`src/hdl/brw_pkg.sv`:
```
// ----------------------------------------------------------------------------
// brw_pkg
// Types and codes shared by the block reassembly window modules.
// ----------------------------------------------------------------------------
package brw_pkg;

    // Width of block numbers and of the transfer length.
    localparam int BLOCK_W = 32;
    // Output beat width: status, granted block and complete, padded to bytes.
    localparam int OUT_TDATA_W = 40;
    localparam int OUT_PAD_W = OUT_TDATA_W - 3 - BLOCK_W - 1;

    // Operation selector carried on the input tuser.
    typedef enum logic [0:0] {
        OP_REQUEST = 1'b0,
        OP_DELIVER = 1'b1
    } t_op;

    // State of one window slot.
    typedef enum logic [1:0] {
        SLOT_EMPTY     = 2'd0,
        SLOT_REQUESTED = 2'd1,
        SLOT_ARRIVED   = 2'd2
    } t_slot;

    // Result status codes.
    typedef enum logic [2:0] {
        ST_OK            = 3'd0,
        ST_DUPLICATE     = 3'd1,
        ST_NO_FREE       = 3'd2,
        ST_NOT_REQUESTED = 3'd3,
        ST_OUTSIDE       = 3'd4
    } t_status;

    // One command handed to the engine.
    typedef struct packed {
        t_op                op;
        logic [BLOCK_W-1:0] block_index;
    } t_cmd;

    // One result handed back by the engine.
    typedef struct packed {
        t_status            status;
        logic [BLOCK_W-1:0] granted_block;
        logic               complete;
    } t_result;

endpackage

```
`src/hdl/block_reassembly_window.sv`:
```
// ----------------------------------------------------------------------------
// block_reassembly_window
// Sliding window that grants blocks to fetch and reassembles them in order.
// ----------------------------------------------------------------------------
// Usage: write total_blocks on the cfg channel (always ready), then send one
// beat per operation on the slave stream: tuser selects request or deliver,
// tdata carries the delivered block number. Each input beat yields exactly
// one output beat with status, granted block and the complete flag.
// Timing is set by the sequencer that walks the slot memory one slot per
// cycle: a duplicate or out-of-window delivery ends after the range check,
// a delivery behind the front after one slot read, a delivery at the front
// also scans the run of arrived slots and moves the front, and a request
// scans until it finds an empty slot (at most WINDOW_SLOTS slots). The
// result then passes through the output register. One item is in work at a
// time; tready is low while it runs.
// After reset a clearing pass empties every slot of the slot memory and the
// slave side stays not ready; cfg writes are taken meanwhile.
// A stalled master side holds its beat; the next input beat is still taken,
// and its result waits in the engine until the output register frees up.
// ----------------------------------------------------------------------------
module block_reassembly_window
    import brw_pkg::*;
#(
    parameter int WINDOW_SLOTS = 64
) (
    input  logic                   i_clk,
    input  logic                   i_rst_n,
    // Configuration write: total_blocks.
    input  logic                   i_cfg_valid,
    output logic                   o_cfg_ready,
    input  logic [BLOCK_W-1:0]     i_cfg_data,
    // Slave stream.
    input  logic                   i_s_axis_tvalid,
    output logic                   o_s_axis_tready,
    input  logic [BLOCK_W-1:0]     i_s_axis_tdata,  // [31:0] block_index
    input  logic [0:0]             i_s_axis_tuser,  // [0] operation
    // Master stream.
    output logic                   o_m_axis_tvalid,
    input  logic                   i_m_axis_tready,
    output logic [OUT_TDATA_W-1:0] o_m_axis_tdata   // [2:0] status,
                                                    // [34:3] granted_block,
                                                    // [35] complete
);

    logic [BLOCK_W-1:0]     r_total;
    logic                   r_m_valid;
    logic [OUT_TDATA_W-1:0] r_m_data;
    t_cmd                   cmd;
    t_result                res;
    logic                   res_valid;
    logic                   res_ready;

    // Transfer length register.
    always_ff @(posedge i_clk) begin
        if (!i_rst_n) begin
            r_total <= '0;
        end else if (i_cfg_valid) begin
            r_total <= i_cfg_data;
        end
    end
    assign o_cfg_ready = 1'b1;

    assign cmd.op          = t_op'(i_s_axis_tuser);
    assign cmd.block_index = i_s_axis_tdata;

    brw_engine #(
        .WINDOW_SLOTS (WINDOW_SLOTS)
    ) u_engine (
        .i_clk          (i_clk),
        .i_rst_n        (i_rst_n),
        .i_cmd_valid    (i_s_axis_tvalid),
        .i_cmd          (cmd),
        .o_cmd_ready    (o_s_axis_tready),
        .i_total_blocks (r_total),
        .o_res_valid    (res_valid),
        .o_res          (res),
        .i_res_ready    (res_ready)
    );

    // Output register decouples the engine from the master side.
    assign res_ready = !r_m_valid || i_m_axis_tready;

    always_ff @(posedge i_clk) begin
        if (!i_rst_n) begin
            r_m_valid <= 1'b0;
        end else if (res_ready) begin
            r_m_valid <= res_valid;
        end
    end

    always_ff @(posedge i_clk) begin
        if (res_ready && res_valid) begin
            r_m_data <= {{OUT_PAD_W{1'b0}}, res.complete, res.granted_block, res.status};
        end
    end

    assign o_m_axis_tvalid = r_m_valid;
    assign o_m_axis_tdata  = r_m_data;

endmodule

```
`src/hdl/brw_slot_ram.sv`:
```
// ----------------------------------------------------------------------------
// brw_slot_ram
// Slot status memory: one write port and one registered read port.
// ----------------------------------------------------------------------------
module brw_slot_ram #(
    parameter int DEPTH = 64,
    parameter int AW    = 6,
    parameter int DW    = 2
) (
    input  logic          i_clk,
    input  logic          i_we,
    input  logic [AW-1:0] i_waddr,
    input  logic [DW-1:0] i_wdata,
    input  logic [AW-1:0] i_raddr,
    output logic [DW-1:0] o_rdata
);

    logic [DW-1:0] r_mem [DEPTH];
    logic [DW-1:0] r_rdata;

    // Write port.
    always_ff @(posedge i_clk) begin
        if (i_we) begin
            r_mem[i_waddr] <= i_wdata;
        end
    end

    // Registered read port.
    always_ff @(posedge i_clk) begin
        r_rdata <= r_mem[i_raddr];
    end

    assign o_rdata = r_rdata;

endmodule

```
`src/hdl/brw_engine.sv`:
```
// ----------------------------------------------------------------------------
// brw_engine
// Sequencer that runs requests and deliveries over the slot memory, one slot
// per cycle, through a shared subtractor and a shared slot address unit.
// ----------------------------------------------------------------------------
module brw_engine
    import brw_pkg::*;
#(
    parameter int WINDOW_SLOTS = 64
) (
    input  logic               i_clk,
    input  logic               i_rst_n,
    input  logic               i_cmd_valid,
    input  t_cmd               i_cmd,
    output logic               o_cmd_ready,
    input  logic [BLOCK_W-1:0] i_total_blocks,
    output logic               o_res_valid,
    output t_result            o_res,
    input  logic               i_res_ready
);

    localparam int IW = $clog2(WINDOW_SLOTS);
    localparam int CW = $clog2(WINDOW_SLOTS + 1);
    localparam logic [CW-1:0]      SLOTS_C   = CW'(WINDOW_SLOTS);
    localparam logic [CW:0]        SLOTS_WC  = (CW + 1)'(WINDOW_SLOTS);
    localparam logic [BLOCK_W-1:0] SLOTS_B   = BLOCK_W'(WINDOW_SLOTS);
    localparam logic [IW-1:0]      LAST_ADDR = IW'(WINDOW_SLOTS - 1);

    typedef enum logic [8:0] {
        S_INIT      = 9'b000000001,
        S_IDLE      = 9'b000000010,
        S_SETUP     = 9'b000000100,
        S_REQ_SCAN  = 9'b000001000,
        S_DLV_READ  = 9'b000010000,
        S_DLV_CHECK = 9'b000100000,
        S_RUN_SCAN  = 9'b001000000,
        S_ADVANCE   = 9'b010000000,
        S_FINISH    = 9'b100000000
    } t_state;

    // Physical slot of window offset off, with the window kept circular.
    function automatic logic [IW-1:0] slot_addr(input logic [IW-1:0] base,
                                                input logic [CW-1:0] off);
        logic [CW:0] sum;
        sum = (CW + 1)'(base) + (CW + 1)'(off);
        if (sum >= SLOTS_WC) begin
            sum = sum - SLOTS_WC;
        end
        return sum[IW-1:0];
    endfunction

    t_state             r_state, n_state;
    logic [BLOCK_W-1:0] r_front, n_front;
    logic [IW-1:0]      r_base, n_base;
    logic               r_all_arrived, n_all_arrived;
    logic               r_chk_vld, n_chk_vld;
    logic [IW-1:0]      r_clr, n_clr;
    t_op                r_op, n_op;
    logic [BLOCK_W-1:0] r_block, n_block;
    logic [CW-1:0]      r_idx, n_idx;
    logic [CW-1:0]      r_limit, n_limit;
    logic [CW-1:0]      r_chk_idx, n_chk_idx;
    logic [IW-1:0]      r_chk_addr, n_chk_addr;
    logic [IW-1:0]      r_id, n_id;
    logic [CW-1:0]      r_n, n_n;
    t_status            r_status, n_status;
    logic [BLOCK_W-1:0] r_granted, n_granted;

    logic [BLOCK_W-1:0] sub_a;
    logic [BLOCK_W:0]   sub_res;
    logic               sub_borrow;
    logic               front_ge_a;
    logic [CW-1:0]      addr_off;
    logic [IW-1:0]      addr_q;
    logic               issue;
    logic [1:0]         slot_q_raw;
    logic [1:0]         slot_q;
    logic [BLOCK_W:0]   adv_sum;
    logic               mem_we;
    logic [IW-1:0]      mem_waddr;
    logic [1:0]         mem_wdata;

    brw_slot_ram #(
        .DEPTH (WINDOW_SLOTS),
        .AW    (IW),
        .DW    (2)
    ) u_slot_ram (
        .i_clk   (i_clk),
        .i_we    (mem_we),
        .i_waddr (mem_waddr),
        .i_wdata (mem_wdata),
        .i_raddr (addr_q),
        .o_rdata (slot_q_raw)
    );

    // Shared subtractor: a minus the front, with the borrow as a compare.
    always_comb begin
        sub_a = i_total_blocks;
        if (r_state == S_SETUP && r_op == OP_DELIVER) begin
            sub_a = r_block;
        end
    end
    assign sub_res    = {1'b0, sub_a} - {1'b0, r_front};
    assign sub_borrow = sub_res[BLOCK_W];
    assign front_ge_a = sub_borrow || (sub_res[BLOCK_W-1:0] == '0);

    // Shared slot address unit.
    always_comb begin
        addr_off = r_idx;
        case (r_state)
            S_DLV_READ: addr_off = CW'(r_id);
            S_ADVANCE:  addr_off = r_n;
            default:    addr_off = r_idx;
        endcase
    end
    assign addr_q = slot_addr(r_base, addr_off);

    // After completion every slot reads arrived.
    assign slot_q  = r_all_arrived ? SLOT_ARRIVED : slot_q_raw;
    assign issue   = (r_idx < r_limit);
    assign adv_sum = {1'b0, r_front} + (BLOCK_W + 1)'(r_n);

    // Sequencer.
    always_comb begin
        n_state       = r_state;
        n_front       = r_front;
        n_base        = r_base;
        n_all_arrived = r_all_arrived;
        n_chk_vld     = r_chk_vld;
        n_clr         = r_clr;
        n_op          = r_op;
        n_block       = r_block;
        n_idx         = r_idx;
        n_limit       = r_limit;
        n_chk_idx     = r_chk_idx;
        n_chk_addr    = r_chk_addr;
        n_id          = r_id;
        n_n           = r_n;
        n_status      = r_status;
        n_granted     = r_granted;
        mem_we        = 1'b0;
        mem_waddr     = r_chk_addr;
        mem_wdata     = SLOT_EMPTY;
        case (r_state)
            // Clearing pass after reset: every slot to empty.
            S_INIT: begin
                mem_we    = 1'b1;
                mem_waddr = r_clr;
                mem_wdata = SLOT_EMPTY;
                n_clr     = r_clr + 1'b1;
                if (r_clr == LAST_ADDR) begin
                    n_state = S_IDLE;
                end
            end
            S_IDLE: begin
                if (i_cmd_valid) begin
                    n_op      = i_cmd.op;
                    n_block   = i_cmd.block_index;
                    n_granted = '0;
                    n_state   = S_SETUP;
                end
            end
            // Range checks against the front.
            S_SETUP: begin
                if (r_op == OP_REQUEST) begin
                    if (front_ge_a) begin
                        n_limit = '0;
                    end else if (sub_res[BLOCK_W-1:0] >= SLOTS_B) begin
                        n_limit = SLOTS_C;
                    end else begin
                        n_limit = sub_res[CW-1:0];
                    end
                    n_idx     = '0;
                    n_chk_vld = 1'b0;
                    n_state   = S_REQ_SCAN;
                end else if (sub_borrow) begin
                    n_status = ST_DUPLICATE;
                    n_state  = S_FINISH;
                end else if (sub_res[BLOCK_W-1:0] >= SLOTS_B) begin
                    n_status = ST_OUTSIDE;
                    n_state  = S_FINISH;
                end else begin
                    n_id    = sub_res[IW-1:0];
                    n_state = S_DLV_READ;
                end
            end
            // Search for the lowest empty slot, one read issued per cycle.
            S_REQ_SCAN: begin
                if (r_chk_vld && slot_q == SLOT_EMPTY) begin
                    mem_we    = 1'b1;
                    mem_waddr = r_chk_addr;
                    mem_wdata = SLOT_REQUESTED;
                    n_status  = ST_OK;
                    n_granted = r_front + BLOCK_W'(r_chk_idx);
                    n_state   = S_FINISH;
                end else if (!issue) begin
                    n_status = ST_NO_FREE;
                    n_state  = S_FINISH;
                end else begin
                    n_chk_vld  = 1'b1;
                    n_chk_idx  = r_idx;
                    n_chk_addr = addr_q;
                    n_idx      = r_idx + 1'b1;
                end
            end
            S_DLV_READ: begin
                n_chk_addr = addr_q;
                n_state    = S_DLV_CHECK;
            end
            S_DLV_CHECK: begin
                if (slot_q != SLOT_REQUESTED) begin
                    n_status = ST_NOT_REQUESTED;
                    n_state  = S_FINISH;
                end else if (r_id != '0) begin
                    mem_we    = 1'b1;
                    mem_waddr = r_chk_addr;
                    mem_wdata = SLOT_ARRIVED;
                    n_status  = ST_OK;
                    n_state   = S_FINISH;
                end else begin
                    // Front delivery: the front slot leaves the window.
                    mem_we    = 1'b1;
                    mem_waddr = r_chk_addr;
                    mem_wdata = SLOT_EMPTY;
                    n_n       = CW'(1);
                    n_idx     = CW'(1);
                    n_chk_vld = 1'b0;
                    if (i_total_blocks >= SLOTS_B) begin
                        n_limit = SLOTS_C;
                    end else begin
                        n_limit = i_total_blocks[CW-1:0];
                    end
                    n_state = S_RUN_SCAN;
                end
            end
            // Count the arrived run after the front, emptying each slot of it.
            S_RUN_SCAN: begin
                if (r_chk_vld && slot_q != SLOT_ARRIVED) begin
                    n_state = S_ADVANCE;
                end else begin
                    if (r_chk_vld) begin
                        mem_we    = 1'b1;
                        mem_waddr = r_chk_addr;
                        mem_wdata = SLOT_EMPTY;
                        n_n       = r_chk_idx + 1'b1;
                    end
                    if (!issue) begin
                        n_state = S_ADVANCE;
                    end else begin
                        n_chk_vld  = 1'b1;
                        n_chk_idx  = r_idx;
                        n_chk_addr = addr_q;
                        n_idx      = r_idx + 1'b1;
                    end
                end
            end
            // Move the front past the run, or close the transfer.
            S_ADVANCE: begin
                if (adv_sum >= {1'b0, i_total_blocks}) begin
                    if (!front_ge_a) begin
                        n_front = i_total_blocks;
                    end
                    n_all_arrived = 1'b1;
                end else begin
                    n_front = adv_sum[BLOCK_W-1:0];
                    n_base  = addr_q;
                end
                n_status = ST_OK;
                n_state  = S_FINISH;
            end
            S_FINISH: begin
                if (i_res_ready) begin
                    n_state = S_IDLE;
                end
            end
            default: begin
                n_state = S_INIT;
                n_clr   = '0;
            end
        endcase
    end

    // Control state.
    always_ff @(posedge i_clk) begin
        if (!i_rst_n) begin
            r_state       <= S_INIT;
            r_front       <= '0;
            r_base        <= '0;
            r_all_arrived <= 1'b0;
            r_chk_vld     <= 1'b0;
            r_clr         <= '0;
        end else begin
            r_state       <= n_state;
            r_front       <= n_front;
            r_base        <= n_base;
            r_all_arrived <= n_all_arrived;
            r_chk_vld     <= n_chk_vld;
            r_clr         <= n_clr;
        end
    end

    // Working registers of the current item.
    always_ff @(posedge i_clk) begin
        r_op       <= n_op;
        r_block    <= n_block;
        r_idx      <= n_idx;
        r_limit    <= n_limit;
        r_chk_idx  <= n_chk_idx;
        r_chk_addr <= n_chk_addr;
        r_id       <= n_id;
        r_n        <= n_n;
        r_status   <= n_status;
        r_granted  <= n_granted;
    end

    assign o_cmd_ready         = (r_state == S_IDLE);
    assign o_res_valid         = (r_state == S_FINISH);
    assign o_res.status        = r_status;
    assign o_res.granted_block = r_granted;
    assign o_res.complete      = front_ge_a;

endmodule

```
`config.mk`:
```
export PLATFORM = sky130hd
export DESIGN_NAME = block_reassembly_window
export DESIGN_NICKNAME = d
export VERILOG_FILES = /design/src/hdl/brw_pkg.sv /design/src/hdl/block_reassembly_window.sv /design/src/hdl/brw_slot_ram.sv /design/src/hdl/brw_engine.sv
export SDC_FILE = /design/constraint.sdc
export NUM_CORES = 1
export LEC_CHECK = 0
export BUFFER_PORTS_ARGS = -buffer_cell sky130_fd_sc_hd__buf_2
export CAP_MARGIN = 20
export CORE_UTILIZATION = 24
export CTS_CLUSTER_SIZE = 14
export DETAILED_ROUTE_END_ITERATION = 12
export GPL_TIMING_DRIVEN = 0
export HOLD_SLACK_MARGIN = 0.15
export PLACE_DENSITY = 0.37
export SLEW_MARGIN = 10
export SYNTH_ARGS = -nofsm -noshare
export SYNTH_HDL_FRONTEND = slang
export SYNTH_SLANG_ARGS = --single-unit
```
`constraint.sdc`:
```
create_clock -name i_clk -period 7.95 [get_ports i_clk]
set_input_delay 0.3975 -clock i_clk [delete_from_list [all_inputs] [get_ports i_clk]]
set_output_delay 0.3975 -clock i_clk [all_outputs]
set_load 0.05 [all_outputs]
```
Yosys cells after proc, flatten, opt, wreduce, memory -nomap -nowiden
Memory sizes are Yosys's and may differ from the RTL's. A register that Yosys moved wholly into a read port is not among the register bits.
Cells that the tools add are included.
{"block": "word_totals", "ff_bits": 232, "ram_bits": 128, "inputBits": 70, "output_inout_bits": 43, "elab_cells": 170, "memories": 1}
{"memory": "u_engine.u_slot_ram.r_mem", "words": 64, "width": 2, "read_ports": 1, "rd_ports_with_merged_regs": 1, "write_ports": 1, "line_no": "brw_slot_ram.sv:18", "text": "logic [DW-1:0] r_mem [DEPTH];"}
{"block": "op_classes", "n_addsub": 8, "n_lt_le_gt_ge": 5, "eq_ne": 28, "mux": 75, "n_bitwise": 3, "n_reduce_logical": 31}
{"cell": "2-to-1 mux 32 bit", "n": 5}
{"cell": "2-to-1 mux 7 bit", "n": 17}
{"cell": "2-to-1 mux 9 bit", "n": 12}
{"cell": "one-hot mux 9 bit (9 select lines)", "n": 1}
{"cell": "greater-or-equal comparator 32 x 7 -> 1 bit, second input constant", "n": 2}
{"cell": "one-hot mux 32 bit (2 select lines)", "n": 1}
{"cell": "one-hot mux 7 bit (2 select lines)", "n": 4}
{"cell": "adder 32 x 7 -> 33 bit", "n": 1}
{"cell": "greater-or-equal comparator 33 x 32 -> 1 bit", "n": 1}
{"cell": "subtractor 32 x 32 -> 33 bit", "n": 1}
{"cell": "adder 32 x 7 -> 32 bit", "n": 1}
{"cell": "logical NOT 32 bit", "n": 1}
{"cell": "2-to-1 mux 6 bit", "n": 5}
{"cell": "one-hot mux 7 bit (4 select lines)", "n": 1}
{"cell": "2-to-1 mux 3 bit", "n": 7}
{"cell": "one-hot mux 6 bit (3 select lines)", "n": 1}
{"cell": "!= test 2 bit, second input constant", "n": 8}
{"cell": "AND reduction 5 bit", "n": 3}
{"cell": "adder 7 x 1 -> 7 bit, second input constant", "n": 2}
{"cell": "2-to-1 mux 1 bit", "n": 13}
{"cell": "!= test 2 x 1 -> 1 bit, second input constant", "n": 6}
{"cell": "one-hot mux 3 bit (4 select lines)", "n": 1}
{"cell": "one-hot mux 6 bit (2 select lines)", "n": 1}
{"cell": "== test 9 x 1 -> 1 bit, second input constant", "n": 1}
{"cell": "34 further kinds", "n": 54}

Logic depth before layout (Yosys ltp)
{"block": "logic_depth", "depth_word": 9, "mapped_depth": 24, "mapped_depth_nobuf": 20}

Cells and area by module
From an unflattened synthesis, not the netlist that was laid out.
{"block": "unflattened", "hier_cells": 1821, "hier_area_um2": 19820.3}
{"mod": "brw_engine", "n_inst": 1, "cells_each": 1355, "area_each_um2": 11917.7, "seq_area_each_um2": 4344.2}
{"mod": "brw_slot_ram", "n_inst": 1, "cells_each": 315, "area_each_um2": 5489.0, "seq_area_each_um2": 3883.7}
{"mod": "block_reassembly_window", "n_inst": 1, "cells_each": 151, "area_each_um2": 2413.6, "seq_area_each_um2": 1741.7}

Worst setup path before layout
No wires, ideal clock.
{"block": "synth_path", "path_type": "register to register", "from": "register u_engine.r_state[6]", "to": "register u_engine.r_id[0] (enable)", "setup_time_ns": 0.350, "arrival_ns": 4.445, "required_time_ns": 7.600, "slack_ns": 3.156, "path_stages_with_launch": 19, "path_buffers": 1, "period_less_slack_ns": 4.794, "cell_sequence": "dfxtp_1 nor3_1 nand3_1 nor3b_1 nand2_1 buf_1 mux2i_1 ha_1 inv_1 fa_1 a211oi_1 o211ai_1 a21oi_2 a21oi_1 xor2_1 or4_4 nor4b_4 nand4_1 nor2_1"}
{"block": "synth_via", "elab_chain_len": 7, "elab_cells_between_ends": 8, "cone_classes": "add/sub: 1; order compare: 1; eq/ne: 1; mux: 1; bitwise: 2; reduce/logical: 2"}
{"item": "start: declaration", "line_no": "brw_engine.sv:52", "text": "t_state r_state, n_state;"}
{"item": "start signal: assignment", "line_no": "brw_engine.sv:293", "text": "r_state <= n_state;"}
{"item": "== test 9 x 3 -> 1 bit *", "line_no": "brw_engine.sv:99, brw_engine.sv:144"}
{"item": "logical AND 1 bit", "line_no": "brw_engine.sv:99", "text": "if (r_state == S_SETUP && r_op == OP_DELIVER) begin"}
{"item": "2-to-1 mux 32 bit", "line_no": "brw_engine.sv:99"}
{"item": "subtractor 32 x 32 -> 33 bit", "line_no": "brw_engine.sv:103", "text": "assign sub_res = {1'b0, sub_a} - {1'b0, r_front};"}
{"item": "greater-or-equal comparator 32 x 7 -> 1 bit", "line_no": "brw_engine.sv:179", "text": "end else if (sub_res[BLOCK_W-1:0] >= SLOTS_B) begin"}
{"item": "NOT 1 bit (no line)"}
{"item": "AND reduction 4 bit (no line) *"}
{"item": "end signal: assignment", "line_no": "brw_engine.sv:310", "text": "r_id <= n_id;"}
{"item": "end: declaration", "line_no": "brw_engine.sv:64", "text": "logic [IW-1:0] r_id, n_id;"}
Every way passes the cells marked *; elsewhere a longest branch is shown, timed or not.
A chain may end at the register's enable or synchronous reset.

Final worst setup path
{"block": "layout_path", "from": "register u_engine.r_front[0]", "to": "register u_engine.r_front[28]"}
{"block": "layout_via", "elab_chain_len": 5, "elab_cells_between_ends": 8, "cone_classes": "add/sub: 2; order compare: 1; eq/ne: 1; mux: 1; reduce/logical: 3"}
{"item": "start: declaration", "line_no": "brw_engine.sv:53", "text": "logic [BLOCK_W-1:0] r_front, n_front;"}
{"item": "start signal: assignment", "line_no": "brw_engine.sv:294", "text": "r_front <= n_front;"}
{"item": "parallel branches: the longest is 5 deep, another holds adder 32 x 7 -> 33 bit"}
Several ways; the timed one is not identified.

==> reports/metrics.yaml <==
synth_cells: 1758
grt_pass1_wl_um: 95300
coreArea_sq_um: 80400
crit_path_cell_trace: "ha_1 -> fa_1 -> a21oi_1 -> o21bai_1 -> a21oi_1 -> o21ai_0 -> and2_1 -> clkbuf_1 -> nand2_1 -> xnor2_1 -> ha_1 -> a21o_1 -> a21o_1 -> a21oi_1 -> o21ai_0 -> nor4bb_1 -> a21oi_1 -> nor2_2 -> clkbuf_1 -> nand2_1 -> buf_2 -> o31ai_1 -> o32ai_1"
antenna_found_initial: 2
place_congestion: 0.878
clockRootBuffer: "clkbuf_16"
crit_start: "u_engine.r_front[0]"
skew_ns: 0.0326
htree_levels: 2
r2r-start: "u_engine.r_front[0]"
crit_buf_inv: 3
synth-edff-count: 272
synth_flop_cell: "edfxtp_1"
avgViaCountPerCell: 4.73
combPwrFrac_pct: 9.6
critical_path.max_fanout: 10
rrSetupSlack_ns: 1.04
tns_ns: 0
synth.area.mux_share_pct: 9.26
hold_path.class: "primary input to flip-flop"
final-instance-count-excl-fill: 3085
synth_top_family_by_area: "simple AND/OR/NAND/NOR gates"
slowest_stage: "o21ai_0"
cp-start-kind: "flip-flop"
outcome: "completed"
drv_slew: 0
crit_family: "compound AO/OA/AOI/OAI gates"
worst_path_most_repeated_cell: "a21oi_1"
p_clk_share_pct: 45.6
num_vias: 14588
period_share_pct: 86.9
min_from: "i_m_axis_tready"
synth_xor_area_share_pct: 3.74
rsz0062_at_grt: "false"
syn2layout_area_growth_pct: 22.2
crit_path_end_kind: "flip-flop"
maxCapViolCount: 0
hpwl_um: 49700
yosys-top-cells-area: "edfxtp_1 (42%), dfxtp_1 (9.3%), ha_1 (5.9%), mux4_2 (4.9%), nor2_1 (4.4%)"
layout_common_cells: "edfxtp_1 (272), nor2_1 (229), buf_2 (121)"
numCtsBuffers: 44
yosys_warnings: 0
swShare_pct: 25.2
cp.required_ns: 8.38
die_y_um: 287
power-per-cell-area_nw_per_um2: 193
yosysTopAreaCell: "edfxtp_1"
first_global_vias: 14401
yosys.area_share.simple_pct: 14.1
synth_seq_area_share_pct: 51.2
synth_area_sq_um: 19500
cts_setup_buffers: 0
avgSynthCellArea_sq_um: 11.1
tightest_slew_ns: 0.985
antenna_left: 0
crit_path_max_incr_delay_ns: 0.62
relSlewSlack_pct: 33.7
drt-initial-drc-count: 974
timing.fmax_mhz: 145
worstSetupPathType: "flip-flop to flip-flop"
hold-worst-slack_ns: 0.229
drt-wirelength-per-cell_um: 21.0
postLayoutCoreUtil_pct: 29.6
drc: 0
final_common_cell: "edfxtp_1"
clkSinkCount: 362
power_leakage_nw: 8.54
grt_max_degree: 39
synth_compound_area_share_pct: 11.4
arrival_ns: 7.34
drive_above_1_share_pct: 15.9
grt_usage_pct: 15.6
rows: 104
yosysUniqueCellTypes: 86
pin_count: 113
fin_crit_ns: 6.91
clkLatencyLatePin_ns: 0.60
cts_tree: "yes"
ys_async_sr_fraction_pct: 0
p_sw_mw: 1.16
ys_ff_latch: 362
dieArea_sq_um: 82200
finalSetupViolCount: 0
firstDrtPassIters: 5
yosysTopAreaCellShare_pct: 42.0
ir_worst_vdd_mv: 0.152
io_buffers: 106
n_antenna_cell: 0
wl_um: 64900
clk_pin_slew_ns: 0.06
synth_fa_ha_area_share_pct: 6.33
seq_power_share_pct: 44.8
die_w_um: 287
finalHoldViolations: 0
internal_power_mw: 3.44
nets: 2157
grt_overflow: 0
clockBufferDepth: 3
dp.cells: 2936
initial_utilization_pct: 24.2
==> cells in the mapped netlist (11+ instances only) <==
master and instances:
nand4_1 25, a21oi_1 98, nor2_1 230, nor3_1 21, a211oi_1 11, and2_1 12
inv_1 101, or4_1 13, clkbuf_1 44, xnor2_1 64, ha_1 92, nor4_1 20
mux4_2 42, mux2_2 32, o21ai_0 75, buf_2 14, dfxtp_1 90, nand2_1 102
a21o_1 30, nor2b_1 15, xor2_1 19, edfxtp_1 272, nand2b_1 12, mux2i_1 48
and3_1 17, nand3_1 41, buf_1 12, or3_1 21
==> timing repair <==
item                      CTS  global route
gates resized for setup     0             0
hold buffers               65             0
hold endpoints to repair   65             0
==> through the flow <==
step	power (mW)	instance area (sq um)	worst slack [ns]
finish	4.60	23800	1.04
global route	4.78	23800	0.682
CTS	4.67	23700	1.12
detailed placement	2.52	21600	1.19
global placement	2.51	21300	0.814
floorplan	2.36	19500	3.16
==> worst min-delay path, delay by kind of cell <==
| kind | cells | cell delay [ns] |
|---|---|---|
| simple gates | 3 | 0.28 |
| buf+inv | 1 | 0.07 |
==> kinds of logic after synthesis <==
family / after synthesis
other: 2
multiplexers: 123
AO/OA/AOI/OAI: 341
XOR/XNOR: 83
adder cells (fa/ha/maj): 96
flip-flops: 362
AND/OR/NAND/NOR: 568
buffers and inverters: 183
==> worst paths after layout <==
check | cells past startpoint | endpoint
setup / recovery | 23 | u_engine.r_front[28]
hold / removal | 4 | o_m_axis_tvalid
setup reg to reg | 23 | u_engine.r_front[28]
hold reg to reg | 0 | o_m_axis_tdata[5]
==> sequential cells by signal (all words and copies together), names as in the netlist, 7 cells and up <==
name / count
r_total: 32
u_engine.r_n: 7
u_engine.u_slot_ram.r_mem: 128
u_engine.r_chk_idx: 7
u_engine.r_idx: 7
u_engine.r_state: 9
u_engine.r_granted: 32
o_m_axis_tdata: 36
u_engine.r_limit: 7
u_engine.r_front: 32
u_engine.r_block: 32
==> routing by layer <==
| layer | track usage [%] | wire length (um) |
|---|---|---|
| met4 | 3.67 | 1220 |
| met5 | 0 | 13 |
| met3 | 1.94 | 2990 |
| met2 | 24.4 | 28700 |
| met1 | 22.7 | 31900 |
==> power groups by stage <==
stage	combinational [mW]	clock (mW)	sequential (mW)
after floorplan	0.279	0	2.08
after global placement	0.414	0	2.10
after detailed placement	0.416	0	2.10
after CTS	0.442	2.16	2.06
after global routing	0.482	2.23	2.06
final	0.442	2.10	2.06
==> cell type report <==
class | instances | area (sq um)
fillers | 8328 | 56600
well taps | 1060 | 1330
inverters | 102 | 383
clock inverters | 30 | 393
flip-flops and latches | 362 | 9970
clock buffers | 50 | 1130
plain buffers | 81 | 375
repair buffers | 184 | 1400
multi-input cells | 1216 | 8810
No activity file was read; power rests on OpenSTA's default activity.
